`src/rtl/sfps_pkg.sv`:
```
// sfps_pkg: shared types, constants and codes of the scan frame parse and steer unit
// no dependencies; imported by every other file of the block except sfps_ram

package sfps_pkg;

  // default table depth (scan points a frame can address)
  localparam int unsigned MaxDotsDef = 1024;

  // field widths
  localparam int unsigned ByteW    = 8;
  localparam int unsigned DotsW    = 11;
  localparam int unsigned SectW    = 10;
  localparam int unsigned IdxAccW  = 11;
  localparam int unsigned DistW    = 16;
  localparam int unsigned IdxOutW  = 10;
  localparam int unsigned DirW     = 2;
  localparam int unsigned CfgIdxW  = 2;
  localparam int unsigned CfgDataW = 11;

  // register reset values
  localparam logic [DotsW-1:0] DotsReset = 11'd640;
  localparam logic [SectW-1:0] LeftReset = 10'd213;
  localparam logic [SectW-1:0] FwdReset  = 10'd426;

  // saturation limits of the accumulators
  localparam logic [IdxAccW-1:0] IdxAccMax = 11'h7FF;
  localparam logic [DistW-1:0]   DistMax   = 16'hFFFF;

  // ascii characters
  localparam logic [ByteW-1:0] ChSpace   = 8'h20;
  localparam logic [ByteW-1:0] ChNewline = 8'h0A;
  localparam logic [ByteW-1:0] ChZero    = 8'h30;
  localparam logic [ByteW-1:0] ChNine    = 8'h39;

  // parser phase
  typedef enum logic [1:0] {
    PH_HEADER = 2'd0,
    PH_INDEX  = 2'd1,
    PH_DIST   = 2'd2
  } phase_e;

  // steering decision
  typedef enum logic [DirW-1:0] {
    DIR_FORWARD = 2'd0,
    DIR_LEFT    = 2'd1,
    DIR_RIGHT   = 2'd2,
    DIR_STOP    = 2'd3
  } dir_e;

  // configuration register indexes
  typedef enum logic [CfgIdxW-1:0] {
    CFG_DOTS_IN_USE = 2'd0,
    CFG_LEFT_END    = 2'd1,
    CFG_FORWARD_END = 2'd2
  } cfg_idx_e;

  // controller states
  typedef enum logic [2:0] {
    ST_CLEAR = 3'd0,
    ST_IDLE  = 3'd1,
    ST_SCAN  = 3'd2,
    ST_DRAIN = 3'd3,
    ST_EMIT  = 3'd4
  } state_e;

  // controller to datapath
  typedef struct packed {
    logic in_ready;
    logic sweep;
    logic scan_rd;
    logic best_clr;
    logic load_out;
  } ctrl_cmd_t;

  // datapath to controller
  typedef struct packed {
    logic frame_end;
    logic cnt_last;
    logic out_free;
  } dp_status_t;

endpackage

```
`src/rtl/sfps_ctrl.sv`:
```
// sfps_ctrl: controller state machine (reset clear, byte intake, table scan, result hand-off)
// depends on sfps_pkg for state, command and status types

module sfps_ctrl
  import sfps_pkg::*;
(
  input  logic       clk_i,
  input  logic       rst_ni,
  input  dp_status_t status_i,
  output ctrl_cmd_t  cmd_o
);

  state_e state_q, state_d;

  // state register
  always_ff @(posedge clk_i or negedge rst_ni) begin
    if (!rst_ni) begin
      state_q <= ST_CLEAR;
    end else begin
      state_q <= state_d;
    end
  end

  // next state and commands
  always_comb begin
    state_d = state_q;
    cmd_o   = '0;
    unique case (state_q)
      ST_CLEAR: begin
        // zero the whole table after reset
        cmd_o.sweep = 1'b1;
        if (status_i.cnt_last) begin
          state_d = ST_IDLE;
        end
      end
      ST_IDLE: begin
        cmd_o.in_ready = 1'b1;
        if (status_i.frame_end) begin
          cmd_o.best_clr = 1'b1;
          state_d        = ST_SCAN;
        end
      end
      ST_SCAN: begin
        // read each entry for the search and zero it behind the read
        cmd_o.sweep   = 1'b1;
        cmd_o.scan_rd = 1'b1;
        if (status_i.cnt_last) begin
          state_d = ST_DRAIN;
        end
      end
      ST_DRAIN: begin
        state_d = ST_EMIT;
      end
      ST_EMIT: begin
        if (status_i.out_free) begin
          cmd_o.load_out = 1'b1;
          state_d        = ST_IDLE;
        end
      end
      default: begin
        state_d = ST_CLEAR;
      end
    endcase
  end

endmodule

```
`config.mk`:
```
export PLATFORM = sky130hd
export DESIGN_NAME = sfps_ctrl
export DESIGN_NICKNAME = d
export VERILOG_FILES = /design/src/rtl/sfps_pkg.sv /design/src/rtl/sfps_ctrl.sv
export SDC_FILE = /design/constraint.sdc
export NUM_CORES = 1
export LEC_CHECK = 0
export ABC_AREA = 1
export BUFFER_PORTS_ARGS = -buffer_cell sky130_fd_sc_hd__buf_2
export CAP_MARGIN = 20
export CORE_AREA = 2 2 39 41
export DETAILED_ROUTE_END_ITERATION = 12
export DIE_AREA = 0 0 41 43
export SLEW_MARGIN = 20
export SYNTH_ARGS = -nofsm -noshare
export SYNTH_HDL_FRONTEND = slang
export SYNTH_SLANG_ARGS = --single-unit
```
`constraint.sdc`:
```
create_clock -name clk_i -period 1.3 [get_ports clk_i]
set_input_delay 0.195 -clock clk_i [delete_from_list [all_inputs] [get_ports clk_i]]
set_output_delay 0.195 -clock clk_i [all_outputs]
set_load 0.1 [all_outputs]
```
After elaboration in Yosys (flattened, before gate mapping) --
Cells that the tools add are included.
Cells by class: equal/unequal tests 8, muxes and demuxes 12, reduce and logical (&&, ||, !) cells 3
Operators by type and width (number):
- $pmux W3 S5 | 1
- $mux W3 | 4
- $ne A2 B2 Y1 const B | 4
- $mux W1 | 7
- $eq A3 B2 Y1 const B | 2
- $reduce_and A4 Y1 | 1
- $eq A3 B1 Y1 const B | 1
- $eq A3 B3 Y1 const B | 1
- $logic_not A3 Y1 | 1
- $reduce_or A2 Y1 | 1
Storage, ports and cells: logic and storage cells 24, bits in registers 3

Logic depth before layout (Yosys ltp) --
Gate-level depths: netlist of run 1.
word-level depth 3, mapped depth 6

Worst setup path after synthesis of run 1 --
Ideal clock, no wire load.
path type register -> output, start register state_q[1], end output cmd_o[0] (netlist name), buffers on the path 0, slack -2.254 ns, cell stages (with the launch flop) 2, required time 1.105 ns, arrival time 3.359 ns, path through dfrtp_1 > nor4_1
RTL lines:
- from (decl) | RTL line sfps_ctrl.sv:13 | state_e state_q, state_d;
- from (signal assigned) | RTL line sfps_ctrl.sv:20 | state_q <= state_d;
- to (decl) | RTL line sfps_ctrl.sv:10 | output ctrl_cmd_t cmd_o

==> results.md, run 1 <==
- Top reg by flops: state_q
- Post-Synth Adder-Cell Area: 0
- GRT busiest layer: met2
- Post-Synth XOR/XNOR Area: 0
- Period utilization: 1.09
- Die height: 43 µm
- Avg Synthesized Cell Area: 6.41 µm²
- Max reg flops: 3
- Grt met3 use: 0.0105
- Clock Latency Late Sink: 0.23 ns
- Area of the core region: 0.00138 mm²
- Final TNS setup: -0.469 ns
- Setup WS pre-CTS: 0.0812 ns
- Crit path arrival time: 1.22 ns
- Setup Skew: 0.00254 ns
- CTS tree: done
- Vias in the first global route: 251
- Crit path kind: flop to output pin
- DR iter-0 viols: 1
- Mapped Cells: 32
- Cell variety after synth: 9
- Biggest area consumer among synthesized cells: dfrtp_1
- Seq/Total Area, Yosys: 0.366
- Final core utilization: 0.344
- Remaining antenna violation count: 0
- Wire per inst: 8.07 µm
- Hold crit path type: input port to flop
- Post-synthesis simple-gate area fraction: 0.463
- Required @ worst endpoint: 1.11 ns
- Std-Cell Rows: 14
- Longest Clk Path Bufs: 2
- Nets: 57
- FILL cells: 155
- Worst-margin pin slew: 0.253 ns
- Startpoint Class: flop
- Hold path start: status_i[1]
- Share of the synthesized area in the top cell type: 0.366
- Final hold slack: 0.234 ns
- Cell Area, Synth: 205 µm²
- Minimum clock period: 1.42 ns
- Maximum fanout along the worst path: 4
- Clock transition at path regs: 0.04 ns
- Syn_nets: 37
- Largest family of logic cells by synthesized area: simple AND/OR/NAND/NOR gates
- Number of CTS-inserted buffers: 3
- GRT overflow: 0
- Tot GR Track Use: 0.0785
- DIE AREA: 0.00176 mm²
- Reg2reg start: state_q[1]
- GR Layer Usage met2: 0.103
- Final setup viols: 5
- Via density per instance: 3.79
- Number of antenna repair diodes: 0
- Met1 GRT Util: 0.101
- Chip width: 41 µm
- Synth-to-layout area growth: 132%
- H-tree Lvls: 1
- Largest net degree at the start of global routing: 6
- Max Cap Viol: 0
- Post-synth EDFFs: 0
- Synth top cells by count: 8 x inv_1, 8 x nand2_1, 5 x nand3_1
- Root Buffer: clkbuf_4
- Placer Congestion: 0.792
- Biggest regs: state_q (3)
- Flops & latches, synth: 3
- Worst Setup SP: state_q[2]
- Vias: 254
- Num ports: 10
- RSZ-0062 raised after global routing: true
- Failing checks: setup timing
- Share of post-route cells with drive strength above 1: 0.588
- Final WS setup: -0.116 ns
- Synth area leaders: dfrtp_1 37%, inv_1 15%, nand2_1 15%
- Outcome: finished with violations
- Initial DRT Pass Iterations: 2
- Drt total wl: 541 µm
- Sink Count: 3
- Antenna violations before repair: 0
- Hold Fails Final Rpt: 0
- Crit end category: output pin
- # DRC: 0
- Async SR Flop Fraction: 1.00
- Compound-Gate Fraction of Synth Area: 0.0244
- Ys flop type: dfrtp_1
- Final slew viol count: 0
- Worst slew margin: 0.830
- Multiplexer share of the synthesized area: 0
- First-pass GRT wire length: 931 µm
- Max Freq: 706 MHz
- Hpwl dp: 371 µm
- YS warnings: 0
- Initial Util: 0.148
- IO Port Bufs: 9
## cells in the final DEF (no fill, tap or decap)
cell type      netlist  layout
buf_4                0       4
dlygate4sd3_1        0       1
buf_6                0       1
buf_12               0       5
inv_2                0       1
inv_1                8       5
nor2_2               0       2
nor4_4               0       1
clkbuf_4             0       3
nand2_4              0       1
nand2_2              2       2
nand3_1              5       5
a21oi_1              1       1
buf_2                0       4
nand2_1              8       7
clkbuf_1             0       1
nand3_4              0       1
clkinvlp_4           0       2
dfrtp_1              3       1
dfrtp_2              0       2
nor2_4               0       1
## per-stage QoR
| stage | std cells | area [µm²] |
|---|---|---|
| after CTS | 66 | 468 |
| after global placement | 58 | 390 |
| after detailed placement | 58 | 390 |
| final | 67 | 475 |
| after floorplan | 32 | 243 |
| after global routing | 67 | 475 |
## routing by layer
| layer | up-vias | part of all wire |
|---|---|---|
| li1 | 134 | - |
| met1 | 109 | 0.40 |
| met2 | 9 | 0.50 |
| met3 | 2 | 0.057 |
| met4 | 0 | 0.035 |
| met5 | - | 0 |
## layout make-up
type                       instances  area, µm²  share of cell area
clock buffer                       4       26.3              0.0553
inverter                           8       37.5              0.0789
multi-input combinational         21        143               0.300
sequential                         3       77.6               0.163
tap                               16       20.0              0.0421
timing repair buffer              15        171               0.361
## cells by family after synthesis
family	after synthesis
buffers and inverters	8
flip-flops	3
AO/OA/AOI/OAI	1
AND/OR/NAND/NOR	20
## worst max-delay path: stages (launching register included)
cell,delay [ns]
dfrtp_1,0.41
inv_2,0.10
nor4_4,0.26
buf_12,0.21
## worst paths after layout
| kind | cells after the start | slack, ns | endpoint |
|---|---|---|---|
| max | 3 | -0.12 | cmd_o[0] |
| min | 4 | 0.23 | state_q[1] |
| max reg2reg | 6 | 0.15 | state_q[1] |
| min reg2reg | 2 | 0.60 | state_q[2] |
| max in group asynchronous | 2 | 0.90 | state_q[0] |
| min in group asynchronous | 2 | 0.29 | state_q[1] |
## repair_timing
action / 4_1_cts / 5_1_grt
hold buffers: 1 / 0
endpoints found under the hold margin: 3 / 0
gates resized for setup: 6 / 0
buffers inserted: 3 / 1
setup endpoints to repair: 5 / 5
Power of run 1 is left out: the tool's default activity adds up to more than one toggle a clock period on the data nets, which glitch-free logic cannot reach.
==> run 2, diff against run 1 <==
- clock period: 1.3 -> 1.45 ns (I/O delays scaled with it)
==> run 2 against run 1 <==
Compared with the run above: the run now ends clean; critical endpoint unchanged; non-clock buffer count is 4 lower; largest cell class is now multi-input gates; clock skew down 0.00053 ns; via count shrank 2.0%.
==> results.md, run 2 (synthesis results as in run 1) <==
- Outcome: finished clean
- Commonest non-fill, non-tap cells in the layout: 7 x nand2_1, 6 x inv_1, 5 x nand3_1, 5 x buf_12, 4 x buf_2
- Initial Util: 0.148
- Hold Crit Endpoint: state_q[1]
- Via density per instance: 3.95
- H-tree Lvls: 1
- Crit end category: output pin
- Drt total wl: 487 µm
- Clock transition at path regs: 0.04 ns
- Hold path cells: 4
- Max Freq: 701 MHz
- # DRC: 0
- Layout Cells excl Fill: 63
- Sink Count: 3
- Vias in the first global route: 235
- DIE AREA: 0.00176 mm²
- Tot GR Track Use: 0.0725
- IO Port Bufs: 9
- Area of the core region: 0.00138 mm²
- Minimum clock period: 1.43 ns
- CTS tree: done
- Synth-to-layout area growth: 112%
- DP Cell Count: 57
- Number of CTS-inserted buffers: 3
- Wire length on met3: 37 µm
- DR top layer: met4
- Die height: 43 µm
- Hold Fails Final Rpt: 0
- Top reg by flops: state_q
- Remaining antenna violation count: 0
- Worst-margin pin slew: 0.252 ns
- Root Buffer: clkbuf_4
- Reg2reg start: state_q[1]
- Hold path start: status_i[1]
- Wire per inst: 7.73 µm
- Setup Skew: 0.00202 ns
- Vias: 249
- Share of post-route cells with drive strength above 1: 0.553
- Num ports: 10
- Worst slew margin: 0.831
- FILL cells: 154
- Reg-to-reg slack, setup: 0.37 ns
- Chip width: 41 µm
- Final setup viols: 0
- Max Cap Viol: 0
- Final slew viol count: 0
- DR iter-0 viols: 3
- GRT overflow: 0
- Largest net degree at the start of global routing: 8
- First-pass GRT wire length: 848 µm
- Hpwl dp: 353 µm
- Nets: 53
- Hold crit path type: input port to flop
- Placer Congestion: 0.713
- Maximum fanout along the worst path: 6
- Antenna violations before repair: 0
- Commonest non-fill, non-tap cell in the layout: nand2_1
- Longest Clk Path Bufs: 2
- Number of antenna repair diodes: 0
- RSZ-0062 raised after global routing: true
- Wire length on met1: 213 µm
- Startpoint Class: flop
- Crit path kind: flop to output pin
- Reg2reg path depth: 6
- Biggest regs: state_q (3)
- R2R Path End: state_q[0]
- Met2 routed WL: 219 µm
- Initial DRT Pass Iterations: 3
- Required @ worst endpoint: 1.23 ns
- Max reg flops: 3
- Crit path arrival time: 1.21 ns
- Period utilization: 0.983
- Clock Latency Late Sink: 0.24 ns
- Std-Cell Rows: 14
## run 2: worst max-delay path by stage
stage	start	endpoint	slack [ns]	cells after the start
2_1_floorplan	state_q[0]	cmd_o[0]	-0.30	1
3_3_place_gp	state_q[1]	cmd_o[1]	0.21	4
3_5_place_dp	state_q[1]	cmd_o[1]	0.20	4
4_1_cts	state_q[2]	cmd_o[0]	0.002	3
5_1_grt	state_q[1]	cmd_o[3]	-0.03	4
6_report	state_q[0]	cmd_o[0]	0.02	2
## run 2: critical path, stage by stage, from the launching register on
cell and delay (ns):
dfrtp_2 0.45, nor4_4 0.31, buf_12 0.21
## run 2: cell type report
cell class | count | area, µm² | share of cell area
well taps | 16 | 20.0 | 0.0460
multi-input cells | 21 | 140 | 0.322
inverters | 8 | 32.5 | 0.0747
clock buffers | 4 | 26.3 | 0.0603
repair buffers | 11 | 138 | 0.316
flip-flops and latches | 3 | 78.8 | 0.181
## run 2: what timing repair did
action	CTS	global route
endpoints found under the hold margin	3	0
hold buffers	1	0
cloned	0	0
resized for setup	4	6
setup endpoints to repair	5	5
setup buffers	0	1
pin swaps	0	1
## run 2: routing by layer
| layer | vias up | global-route usage |
|---|---|---|
| met2 | 10 | 0.0906 |
| li1 | 128 | - |
| met5 | - | 0 |
| met4 | 0 | 0.0800 |
| met3 | 2 | 0.0209 |
| met1 | 109 | 0.0877 |
## run 2: stage by stage
step	setup slack [ns]	area, µm²	setup TNS (ns)	util	hold WS [ns]
global placement	0.212	369	0	0.267	0.0148
finish	0.0241	435	0	0.315	0.240
global route	-0.0331	435	-0.0722	0.315	0.267
CTS	0.00230	412	0	0.297	0.238
floorplan	-0.295	229	-0.426	-	-0.0781
detailed placement	0.202	369	0	0.267	0.0138
Power of run 2 is left out for the same reason.
